## config.mk

```make
export PLATFORM = sky130hd
export DESIGN_NAME = asset_table_offset_walker
export DESIGN_NICKNAME = d
export VERILOG_FILES = /design/src/sv/atow_pkg.sv /design/src/sv/atow_in_stage.sv /design/src/sv/atow_core.sv /design/src/sv/atow_out_stage.sv /design/src/sv/asset_table_offset_walker.sv
export SDC_FILE = /design/constraint.sdc
export NUM_CORES = 1
export LEC_CHECK = 0
export BUFFER_PORTS_ARGS = -buffer_cell sky130_fd_sc_hd__clkbuf_2
export CAP_MARGIN = 25
export CORE_MARGIN = 1
export CORE_UTILIZATION = 59
export CTS_CLUSTER_SIZE = 10
export DETAILED_ROUTE_END_ITERATION = 7
export PLACE_DENSITY = 0.8
export SLEW_MARGIN = 20
export SYNTH_ARGS = -nofsm -noshare
export SYNTH_HDL_FRONTEND = slang
export SYNTH_SLANG_ARGS = --single-unit
```

## constraint.sdc

```tcl
create_clock -name clock -period 15.8 [get_ports clock]
set_input_delay 3.16 -clock clock [delete_from_list [all_inputs] [get_ports clock]]
set_output_delay 3.16 -clock clock [all_outputs]
set_load 0.02 [all_outputs]
```

## src/sv/atow_pkg.sv

```systemverilog
// ----------------------------------------------------------------------------
// Asset table offset walker package
// Shared types and constants for the archive directory walker.
// ----------------------------------------------------------------------------
package atow_pkg;

   localparam int unsigned POS_W = 18;

   typedef logic [POS_W-1:0] pos_type;

   // Byte positions of the archive header fields.
   localparam pos_type POS_SIG_LO   = pos_type'(0);
   localparam pos_type POS_SIG_HI   = pos_type'(1);
   localparam pos_type POS_COUNT_LO = pos_type'(2);
   localparam pos_type POS_COUNT_HI = pos_type'(3);
   localparam pos_type POS_DIR_SIZE = pos_type'(4);
   localparam pos_type POS_DIR_LAST = pos_type'(7);
   localparam pos_type POS_SHORT    = pos_type'(8);

   localparam logic [15:0] SIG_A         = 16'h8004;
   localparam logic [15:0] SIG_B         = 16'h8005;
   localparam logic [17:0] HDR_BASE      = 18'd6;
   localparam logic [31:0] MIN_LENGTH    = 32'd4;

   typedef enum logic [1:0] {
      STATUS_OK        = 2'd0,
      STATUS_TOO_SMALL = 2'd1,
      STATUS_BAD_SIG   = 2'd2,
      STATUS_OVERRUN   = 2'd3
   } status_type;

   typedef struct packed {
      logic [7:0] data_byte;
      logic       start_of_archive;
   } item_type;

   typedef struct packed {
      status_type  status;
      logic [15:0] entry_index;
      logic [31:0] entry_size;
      logic [31:0] entry_offset;
      logic        dir_flag;
      logic        last;
   } result_type;

endpackage

```

## src/sv/atow_in_stage.sv

```systemverilog
// ----------------------------------------------------------------------------
// Input stage
// Registers one request transaction and hands it to the walker core.
// ----------------------------------------------------------------------------
module atow_in_stage (
   input  logic              clock,
   input  logic              reset,
   input  logic              req_valid,
   output logic              req_ready,
   input  logic [7:0]        req_data_byte,
   input  logic              req_start_of_archive,
   input  logic              item_take,
   output logic              item_valid,
   output atow_pkg::item_type item
);

   logic                valid_ff;
   logic                valid_in;
   atow_pkg::item_type  item_ff;

   // The stage refills in the same cycle that the core consumes its item.
   assign req_ready = !valid_ff || item_take;

   always_comb begin
      valid_in = valid_ff;
      if (item_take) begin
         valid_in = 1'b0;
      end
      if (req_valid && req_ready) begin
         valid_in = 1'b1;
      end
   end

   always_ff @(posedge clock) begin
      if (reset) begin
         valid_ff <= 1'b0;
      end else begin
         valid_ff <= valid_in;
      end
      if (req_valid && req_ready) begin
         item_ff.data_byte        <= req_data_byte;
         item_ff.start_of_archive <= req_start_of_archive;
      end
   end

   assign item_valid = valid_ff;
   assign item       = item_ff;

endmodule

```

## src/sv/atow_core.sv

```systemverilog
// ----------------------------------------------------------------------------
// Walker core
// Holds the parse state and the archive length, and decodes one byte per
// transaction into at most one entry record or error.
// ----------------------------------------------------------------------------
module atow_core (
   input  logic                clock,
   input  logic                reset,
   input  logic                csr_write_enable,
   input  logic [31:0]         csr_write_data,
   input  logic                fire,
   input  atow_pkg::item_type  item,
   output logic                res_valid,
   output atow_pkg::result_type res
);

   logic [31:0]       length_ff;
   atow_pkg::pos_type pos_ff, pos_e, pos_in;
   logic [7:0]        sig_lo_ff, sig_lo_e, sig_lo_in;
   logic [15:0]       total_ff, total_e, total_in;
   logic [31:0]       size_ff, size_e, size_in;
   logic [31:0]       roff_ff, roff_e, roff_in;
   logic [15:0]       next_ff, next_e, next_in;
   logic              fin_ff, fin_e, fin_in;

   logic [15:0]       sig_word;
   logic [15:0]       total_new;
   logic [17:0]       hdr;
   logic [31:0]       dir_word;
   logic              rep_go;
   logic [31:0]       rep_stored;
   logic [32:0]       end_sum;
   logic [16:0]       next_inc;
   logic              fail_go;
   atow_pkg::status_type fail_status;

   always_comb begin
      // A start marker restarts parsing before the byte is decoded.
      pos_e    = item.start_of_archive ? '0 : pos_ff;
      sig_lo_e = item.start_of_archive ? '0 : sig_lo_ff;
      total_e  = item.start_of_archive ? '0 : total_ff;
      size_e   = item.start_of_archive ? '0 : size_ff;
      roff_e   = item.start_of_archive ? '0 : roff_ff;
      next_e   = item.start_of_archive ? '0 : next_ff;
      fin_e    = item.start_of_archive ? 1'b0 : fin_ff;

      pos_in    = pos_e;
      sig_lo_in = sig_lo_e;
      total_in  = total_e;
      size_in   = size_e;
      roff_in   = roff_e;
      next_in   = next_e;
      fin_in    = fin_e;

      sig_word    = {item.data_byte, sig_lo_e};
      total_new   = {item.data_byte, total_e[7:0]};
      hdr         = atow_pkg::HDR_BASE + {1'b0, total_new, 1'b0};
      dir_word    = size_e | ({24'd0, item.data_byte} << {pos_e[1:0], 3'b000});
      rep_go      = 1'b0;
      rep_stored  = '0;
      fail_go     = 1'b0;
      fail_status = atow_pkg::STATUS_OK;

      if (!fin_e) begin
         pos_in = pos_e + atow_pkg::pos_type'(1);
         if (pos_e == atow_pkg::POS_SIG_LO) begin
            sig_lo_in = item.data_byte;
            if (length_ff < atow_pkg::MIN_LENGTH) begin
               fail_go     = 1'b1;
               fail_status = atow_pkg::STATUS_TOO_SMALL;
            end
         end else if (pos_e == atow_pkg::POS_SIG_HI) begin
            if (sig_word != atow_pkg::SIG_A && sig_word != atow_pkg::SIG_B) begin
               fail_go     = 1'b1;
               fail_status = atow_pkg::STATUS_BAD_SIG;
            end
         end else if (pos_e == atow_pkg::POS_COUNT_LO) begin
            total_in = {8'd0, item.data_byte};
         end else if (pos_e == atow_pkg::POS_COUNT_HI) begin
            total_in = total_new;
            if (total_new == '0 || {14'd0, hdr} > length_ff) begin
               fail_go     = 1'b1;
               fail_status = atow_pkg::STATUS_TOO_SMALL;
            end else begin
               roff_in = {14'd0, hdr};
            end
         end else if (pos_e < atow_pkg::POS_SHORT) begin
            // The directory entry has a four-byte little-endian size.
            size_in = dir_word;
            if (pos_e == atow_pkg::POS_DIR_LAST) begin
               rep_go     = 1'b1;
               rep_stored = dir_word;
            end
         end else if (!pos_e[0]) begin
            size_in = {24'd0, item.data_byte};
         end else begin
            rep_go     = 1'b1;
            rep_stored = {16'd0, item.data_byte, size_e[7:0]};
         end
      end

      end_sum  = {1'b0, roff_e} + {1'b0, rep_stored};
      next_inc = {1'b0, next_e} + 17'd1;

      res_valid        = fire && (rep_go || fail_go);
      res.status       = atow_pkg::STATUS_OK;
      res.entry_index  = '0;
      res.entry_size   = '0;
      res.entry_offset = '0;
      res.dir_flag     = 1'b0;
      res.last         = 1'b0;

      if (fail_go) begin
         fin_in     = 1'b1;
         res.status = fail_status;
         res.last   = 1'b1;
      end else if (rep_go) begin
         res.entry_index  = next_e;
         res.entry_size   = rep_stored;
         res.entry_offset = roff_e;
         res.dir_flag     = (next_e == '0);
         if (end_sum > {1'b0, length_ff}) begin
            res.status = atow_pkg::STATUS_OVERRUN;
            res.last   = 1'b1;
            fin_in     = 1'b1;
         end else begin
            roff_in  = end_sum[31:0];
            next_in  = next_inc[15:0];
            res.last = (next_inc >= {1'b0, total_e});
            fin_in   = res.last;
         end
      end
   end

   always_ff @(posedge clock) begin
      if (reset) begin
         length_ff <= '0;
         pos_ff    <= '0;
         sig_lo_ff <= '0;
         total_ff  <= '0;
         size_ff   <= '0;
         roff_ff   <= '0;
         next_ff   <= '0;
         fin_ff    <= 1'b1;
      end else begin
         if (csr_write_enable) begin
            length_ff <= csr_write_data;
         end
         if (fire) begin
            pos_ff    <= pos_in;
            sig_lo_ff <= sig_lo_in;
            total_ff  <= total_in;
            size_ff   <= size_in;
            roff_ff   <= roff_in;
            next_ff   <= next_in;
            fin_ff    <= fin_in;
         end
      end
   end

endmodule

```

## src/sv/atow_out_stage.sv

```systemverilog
// ----------------------------------------------------------------------------
// Output stage
// Result register that holds one response transaction until it is taken.
// ----------------------------------------------------------------------------
module atow_out_stage (
   input  logic                 clock,
   input  logic                 reset,
   input  logic                 load,
   input  atow_pkg::result_type res,
   output logic                 free,
   output logic                 rsp_valid,
   input  logic                 rsp_ready,
   output logic [1:0]           rsp_status,
   output logic [15:0]          rsp_entry_index,
   output logic [31:0]          rsp_entry_size,
   output logic [31:0]          rsp_entry_offset,
   output logic                 rsp_dir_flag,
   output logic                 rsp_last
);

   logic                 valid_ff;
   logic                 valid_in;
   atow_pkg::result_type res_ff;

   assign free = !valid_ff || rsp_ready;

   always_comb begin
      valid_in = valid_ff;
      if (rsp_ready) begin
         valid_in = 1'b0;
      end
      if (load) begin
         valid_in = 1'b1;
      end
   end

   always_ff @(posedge clock) begin
      if (reset) begin
         valid_ff <= 1'b0;
      end else begin
         valid_ff <= valid_in;
      end
      if (load) begin
         res_ff <= res;
      end
   end

   assign rsp_valid        = valid_ff;
   assign rsp_status       = res_ff.status;
   assign rsp_entry_index  = res_ff.entry_index;
   assign rsp_entry_size   = res_ff.entry_size;
   assign rsp_entry_offset = res_ff.entry_offset;
   assign rsp_dir_flag     = res_ff.dir_flag;
   assign rsp_last         = res_ff.last;

endmodule

```

## src/sv/asset_table_offset_walker.sv

```systemverilog
// Each byte is registered in the input stage, decoded by the core, and its result is
// registered in the output stage, which drives rsp_valid.
// Throughput: one byte per cycle unless a result waits untaken in the output stage.
// Reset: synchronous, active high; the archive length clears to zero and the
// walker stays idle, ignoring bytes, until a byte arrives with the start marker.
// ----------------------------------------------------------------------------
// Asset table offset walker
// Walks the directory of an asset archive byte by byte and reports the size
// and payload offset of every entry, or the error that ends the walk.
// ----------------------------------------------------------------------------
module asset_table_offset_walker (
   input  logic        clock,
   input  logic        reset,
   input  logic        csr_write_enable,
   input  logic [31:0] csr_write_data,
   input  logic        req_valid,
   output logic        req_ready,
   input  logic [7:0]  req_data_byte,
   input  logic        req_start_of_archive,
   output logic        rsp_valid,
   input  logic        rsp_ready,
   output logic [1:0]  rsp_status,
   output logic [15:0] rsp_entry_index,
   output logic [31:0] rsp_entry_size,
   output logic [31:0] rsp_entry_offset,
   output logic        rsp_dir_flag,
   output logic        rsp_last
);

   logic                 item_valid;
   logic                 item_take;
   atow_pkg::item_type   item;
   logic                 res_valid;
   atow_pkg::result_type res;
   logic                 out_free;

   // A byte is decoded only when the result register can take its outcome.
   assign item_take = item_valid && out_free;

   atow_in_stage u_in_stage (
      .clock                (clock),
      .reset                (reset),
      .req_valid            (req_valid),
      .req_ready            (req_ready),
      .req_data_byte        (req_data_byte),
      .req_start_of_archive (req_start_of_archive),
      .item_take            (item_take),
      .item_valid           (item_valid),
      .item                 (item)
   );

   atow_core u_core (
      .clock            (clock),
      .reset            (reset),
      .csr_write_enable (csr_write_enable),
      .csr_write_data   (csr_write_data),
      .fire             (item_take),
      .item             (item),
      .res_valid        (res_valid),
      .res              (res)
   );

   atow_out_stage u_out_stage (
      .clock            (clock),
      .reset            (reset),
      .load             (res_valid),
      .res              (res),
      .free             (out_free),
      .rsp_valid        (rsp_valid),
      .rsp_ready        (rsp_ready),
      .rsp_status       (rsp_status),
      .rsp_entry_index  (rsp_entry_index),
      .rsp_entry_size   (rsp_entry_size),
      .rsp_entry_offset (rsp_entry_offset),
      .rsp_dir_flag     (rsp_dir_flag),
      .rsp_last         (rsp_last)
   );

endmodule
```

* Word level (Yosys, flattened, before mapping)
Index checks and enable logic that the tools add are counted.
** Cells by class
- Order comparisons :: 5
- Equality and inequality tests :: 6
- Reduce and logical (&&, ||, !) cells :: 16
- Bitwise gates (word level) :: 2
- Add/sub/neg operators :: 4
- Multiplexer cells :: 76
- Shift operators :: 1
** Operators with widths (count)
- 32-bit two-way mux :: 25
- 16-bit two-way mux :: 11
- 84-bit two-way mux :: 1
- 18-bit by 2-bit equality test with 1-bit output (second input constant) :: 2
- 18-bit two-way mux :: 2
- 32-bit by 32-bit adder with 33-bit output :: 1
- 33-bit by 32-bit greater-than comparator with 1-bit output :: 1
- 18-bit by 32-bit greater-than comparator with 1-bit output :: 1
- 16-bit logical NOT :: 2
- 32-bit by 3-bit less-than comparator with 1-bit output (second input constant) :: 1
- 16-bit inequality test (second input constant) :: 2
- 32-bit bitwise OR :: 1
- 8-bit by 5-bit << shifter with 32-bit output :: 1
- 1-bit two-way mux :: 26
- 8-bit two-way mux :: 3
- 18-bit by 1-bit adder with 18-bit output (second input constant) :: 1
- 3-bit by 17-bit adder with 18-bit output (first input constant) :: 1
- 18-bit by 1-bit equality test with 1-bit output (second input constant) :: 1
- 18-bit by 3-bit equality test with 1-bit output (second input constant) :: 1
- 18-bit logical NOT :: 1
- 18-bit by 4-bit less-than comparator with 1-bit output (second input constant) :: 1
- 16-bit by 1-bit adder with 17-bit output (second input constant) :: 1
- 17-bit by 16-bit greater-or-equal comparator with 1-bit output :: 1
- 2-bit two-way mux :: 8
- other kinds (6) :: 14
** Storage, ports and cells
- Register bits :: 250

* Depth between registers and ports, before layout
- Depth after elaboration :: 15
- Mapped depth :: 34

* By module
Synthesis repeated with hierarchy kept, for this count alone.
** Second synthesis, totals
- Cells, all modules :: 1734
- Area, all modules :: 14939.3 µm²
** Modules (own cells, without submodules)
- atow_core :: instances 1, cells each 1631, area each 12039.0 µm²
- atow_out_stage :: instances 1, cells each 88, area each 2568.7 µm²
- atow_in_stage :: instances 1, cells each 14, area each 325.3 µm²
- asset_table_offset_walker :: instances 1, cells each 1, area each 6.3 µm²

* Worst setup path after synthesis
OpenSTA, ideal clock, no wires.
- Kind :: register to register
- From :: register u_in_stage.item_ff, in the netlist u_in_stage.item[0]
- To :: register u_out_stage.res_ff, in the netlist u_out_stage.rsp_dir_flag, enable pin
- Setup time :: 0.576 ns
- Setup slack :: 6.868 ns
- Buffers on the path :: 4
- Period minus slack after synthesis :: 8.932 ns
- Arrival time :: 8.355 ns
- Stages on the path, launching flop included :: 22
- Required time :: 15.224 ns
- Cells stage by stage :: edfxtp_1 > buf_2 > clkinv_1 > clkbuf_1 > buf_1 > buf_1 > nand2_1 > ha_1 > nor4bb_1 > and4_1 > and4_1 > nand2_1 > nor2_1 > xnor2_1 > ha_1 > nand4_1 > nor2_1 > a221oi_1 > a21oi_1 > o32ai_1 > nand2_1 > a31oi_1
** Between the ends
- Word-level cells in the longest chain between the ends :: 12
** RTL lines
- from (decl) :: RTL line atow_in_stage.sv:19 : atow_pkg::item_type item_ff;
- 16-bit two-way mux :: RTL line atow_core.sv:41 : total_e = item.start_of_archive ? '0 : total_ff;
- 3-bit by 17-bit adder with 18-bit output :: RTL line atow_core.sv:57 : hdr = atow_pkg::HDR_BASE + {1'b0, total_new, 1'b0};
- 18-bit by 32-bit greater-than comparator with 1-bit output :: RTL line atow_core.sv:81 : if (total_new == '0 || {14'd0, hdr} > length_ff) begin
- 1-bit logical OR :: RTL line atow_core.sv:81
- 1-bit two-way mux :: RTL line atow_core.sv:81
- 1-bit two-way mux :: RTL line atow_core.sv:79 : end else if (pos_e == atow_pkg::POS_COUNT_HI) begin
- 1-bit two-way mux :: RTL line atow_core.sv:77 : end else if (pos_e == atow_pkg::POS_COUNT_LO) begin
- 1-bit two-way mux :: RTL line atow_core.sv:72 : end else if (pos_e == atow_pkg::POS_SIG_HI) begin
- 1-bit two-way mux :: RTL line atow_core.sv:66 : if (pos_e == atow_pkg::POS_SIG_LO) begin
- 1-bit two-way mux :: RTL line atow_core.sv:64 : if (!fin_e) begin
- 1-bit logical OR * :: RTL line atow_core.sv:105 : res_valid = fire && (rep_go || fail_go);
- 1-bit logical AND * :: RTL line atow_core.sv:105
- named net res_valid :: RTL line asset_table_offset_walker.sv:33 : logic res_valid;
- to (signal assigned) :: RTL line atow_out_stage.sv:44 : res_ff <= res;
- to (decl) :: RTL line atow_out_stage.sv:23 : atow_pkg::result_type res_ff;
The timed path passes the listed nets; every way through them passes the cells marked *.
A chain may end at the register's enable or synchronous reset.

* Final worst setup path
- From :: register u_core.pos_ff[3]
- To :: register u_core.roff_ff[21]
** Between the ends
- Word-level cells in the longest chain between the ends :: 14
** RTL lines
- from (decl) :: RTL line atow_core.sv:18 : atow_pkg::pos_type pos_ff, pos_e, pos_in;
- from (signal assigned) :: RTL line atow_core.sv:150 : pos_ff <= pos_in;
- 18-bit two-way mux * :: RTL line atow_core.sv:39 : pos_e = item.start_of_archive ? '0 : pos_ff;
- branches (longest 6 deep; another with 18-bit by 4-bit less-than comparator with 1-bit output)
- 32-bit two-way mux * :: RTL line atow_core.sv:66
- 32-bit two-way mux * :: RTL line atow_core.sv:64
- named net u_core.rep_stored[0] :: RTL line atow_core.sv:31 : logic [31:0] rep_stored;
- 32-bit by 32-bit adder with 33-bit output * :: RTL line atow_core.sv:102 : end_sum = {1'b0, roff_e} + {1'b0, rep_stored};
- 33-bit by 32-bit greater-than comparator with 1-bit output :: RTL line atow_core.sv:122 : if (end_sum > {1'b0, length_ff}) begin
- 32-bit two-way mux * :: RTL line atow_core.sv:122
- 32-bit two-way mux * :: RTL line atow_core.sv:117 : end else if (rep_go) begin
- 32-bit two-way mux * :: RTL line atow_core.sv:113 : if (fail_go) begin
- to (signal assigned) :: RTL line atow_core.sv:154 : roff_ff <= roff_in;
- to (decl) :: RTL line atow_core.sv:22 : logic [31:0] roff_ff, roff_e, roff_in;
Mark *: on every way through the listed nets, which the timed path passes.

==> results.cfg <==
[status]
status = finished, final reports clean

[logic_synthesis]
yosysSeqAreaShare = 0.405
synth_compound_area_frac = 0.166
synth_fa_ha_area_frac = 0.0906
syn-num-nets = 1784
ys_top_cells_by_count = nor2_1 (223), dfxtp_1 (156), nand2_1 (129)
yosys.area_share.xor_xnor = 0.0414
yosys_most_used_dff = dfxtp_1
yosysWarnings = 0
synthSimpleGateAreaFrac = 0.214
synth_area_sq_um = 14600
synth_top_family_by_area = simple AND/OR/NAND/NOR gates
post-synth-top-area-fraction = 0.214
synth.largest_area_cell = dfxtp_1
synth_seq_cells = 249
synth_edf_count = 93
syn_inst = 1633
yosys-top-cells-area = dfxtp_1 (21%), edfxtp_1 (19%), ha_1 (8.9%)
synth.most_common_cell = nor2_1
synth.avg_cell_area_sq_um = 8.93
yosysUniqueCellTypes = 81
async_flop_share = 0
synthMuxAreaShare = 0.0419

[place]
gp_congestion = 0.964
dpl.hpwl_mm = 30.2
port_buffers = 131

[routing]
dr.pass1.iters = 8
drtIter0Drc = 1241
via_per_inst = 6.18
drc = 0
drt-total-wl_mm = 42.0
num_vias = 12812
detail_route.wl_per_cell_um = 20.3
drtAntennaViolNets = 0

[cells_and_area]
multi_input_area_sq_um = 8090
regArea_sq_um = 5920
area_growth_pct = 11.9
num_antenna_cells = 0
fillers = 1962
drive_above_1_share = 0.123
fin_util = 0.671
layout.nets = 1878

[sta]
grt_setup_unrepaired = false
tns_ns = 0
period_share = 0.547
worst_pin_slew_ns = 1.02
fin_worst_skew_ns = 0.00846
max_freq_ghz = 0.116
setup_viol = 0
hold_viol_final = 0
relSlewSlack = 0.317
maxSlewViolCount = 0
fin_crit_ns = 8.64

[floorplan]
core_region_area_sq_um = 24300
std_cell_rows = 57
die_height_um = 159
dieArea_sq_um = 25400
floorplan.initialDensity = 0.600
io_pins = 132
die_w_um = 159

[power]
power_density_nw_per_um2 = 84.1
peakVddDrop_uv = 76.4
p_leak_uw = 0.00681

[cts]
cts_tree = yes
cts_root_buf = clkbuf_16
cts_setup_buffers = 0
clk_latency_ns = 0.56
clockBufferDepth = 3
ctsHoldBuffers = 0
postCtsResizedCells = 0
cts.sinks = 249
htreeDepth = 1
path_clk_slew_ns = 0.06
cts_made_buffers = 29

[grt]
grt_antenna_before_repair = 0
grt_pass1_wl_mm = 66.0
track_usage = 0.327
grt_start_max_net_pins = 85
grt_overflow_total = 0
grt_pass1_vias = 12185

[critical_path]
critPathCaptureType = register
cp.arrival_ns = 9.14
crit_path_top_delay_cell = o31ai_1
worst_setup_path_start_kind = register
critical_path.top_delay_family = simple AND/OR/NAND/NOR gates
critPathKind = register to register
worst-path-buf-inv = 2
cp_max_fo = 18
max_stage_delay_ns = 0.87
worstPathRequired_ns = 16.30

[hold_path]
hp-class = register to register

[flow_run]
drv_cap = 0
power breakdown:
part / switching (uW) / leakage, uW / internal, uW / total [uW]
Clock: 261 / 0.000402 / 347 / 608
Sequential: 8.64 / 0.00219 / 669 / 678
Combinational: 57.9 / 0.00421 / 27.8 / 85.7
Total: 328 / 0.00681 / 1040 / 1370
logic make-up (layout without fill, tap and decap cells):
family,after synthesis,after routing
XOR/XNOR,69,69
multiplexers,60,60
buffers and inverters,151,266
adder cells (fa/ha/maj),105,105
AO/OA/AOI/OAI,355,355
flip-flops,249,249
AND/OR/NAND/NOR,644,644
path summary, 6_finish.rpt:
check / start / to / slack (ns) / cells past startpoint
worst min-delay path: u_core.roff_ff[7] / u_core.roff_ff[7] / 0.46 / 2
worst min register to register: u_core.roff_ff[7] / u_core.roff_ff[7] / 0.46 / 2
worst max-delay path: u_core.pos_ff[3] / u_core.roff_ff[21] / 7.16 / 27
worst max register to register: u_core.pos_ff[3] / u_core.roff_ff[21] / 7.16 / 27
metal layers:
metal,GRT usage,share of wire
met1,0.439,0.41
met2,0.536,0.47
met3,0.0529,0.084
met4,0.115,0.035
met5,0,0
cells in the final DEF, fill, tap and decap left out, types with 26 or more instances in the layout:
| cell type | count |
|---|---|
| nand4_1 | 26 |
| edfxtp_1 | 93 |
| mux2i_1 | 52 |
| ha_1 | 104 |
| a21o_1 | 40 |
| and2_1 | 44 |
| clkbuf_2 | 130 |
| nor2_1 | 223 |
| nor3_1 | 43 |
| nand2_1 | 129 |
| o21ai_0 | 57 |
| inv_1 | 63 |
| a22oi_1 | 71 |
| xnor2_1 | 47 |
| a21oi_1 | 82 |
| dfxtp_1 | 156 |
| clkbuf_16 | 29 |
| nor2b_1 | 49 |
| nand3_1 | 53 |
worst min-delay path, delay by kind of cell, from the launching register on:
family	cells	cell delay [ns]
simple gates	1	0.05
compound gates	1	0.05
flops	1	0.31
cell type report:
| cell class | count | area share |
|---|---|---|
| clock buffer | 50 | 0.0499 |
| clock inverter | 2 | 0.00153 |
| inverter | 65 | 0.0150 |
| multi-input combinational | 1233 | 0.496 |
| sequential | 249 | 0.363 |
| tap | 324 | 0.0248 |
| timing repair buffer | 149 | 0.0503 |
state kept, by name (all words and copies together), names as in the netlist, 2 cells and up:
name                          flops
u_core.length_ff                 32
u_core.next_ff                   16
u_core.pos_ff                    18
u_core.roff_ff                   32
u_core.sig_lo_ff                  7
u_core.size_ff                   32
u_core.total_ff                  16
u_in_stage.item                   9
u_out_stage.rsp_entry_index      16
u_out_stage.rsp_entry_offset     32
u_out_stage.rsp_entry_size       32
u_out_stage.rsp_status            2
per-stage QoR:
step	instances	worst slack (ns)	total power, uW	hold WS, ns	cell area, sq um
after global routing	2072	6.61	1410	0.472	16300
after floorplan	1633	6.87	744	0.432	14600
final	2072	7.16	1370	0.457	16300
after global placement	2017	7.56	772	0.440	15400
after CTS	2069	7.20	1370	0.453	16300
after detailed placement	2017	7.26	774	0.445	15400
No activity file was read; power rests on OpenSTA's default activity.
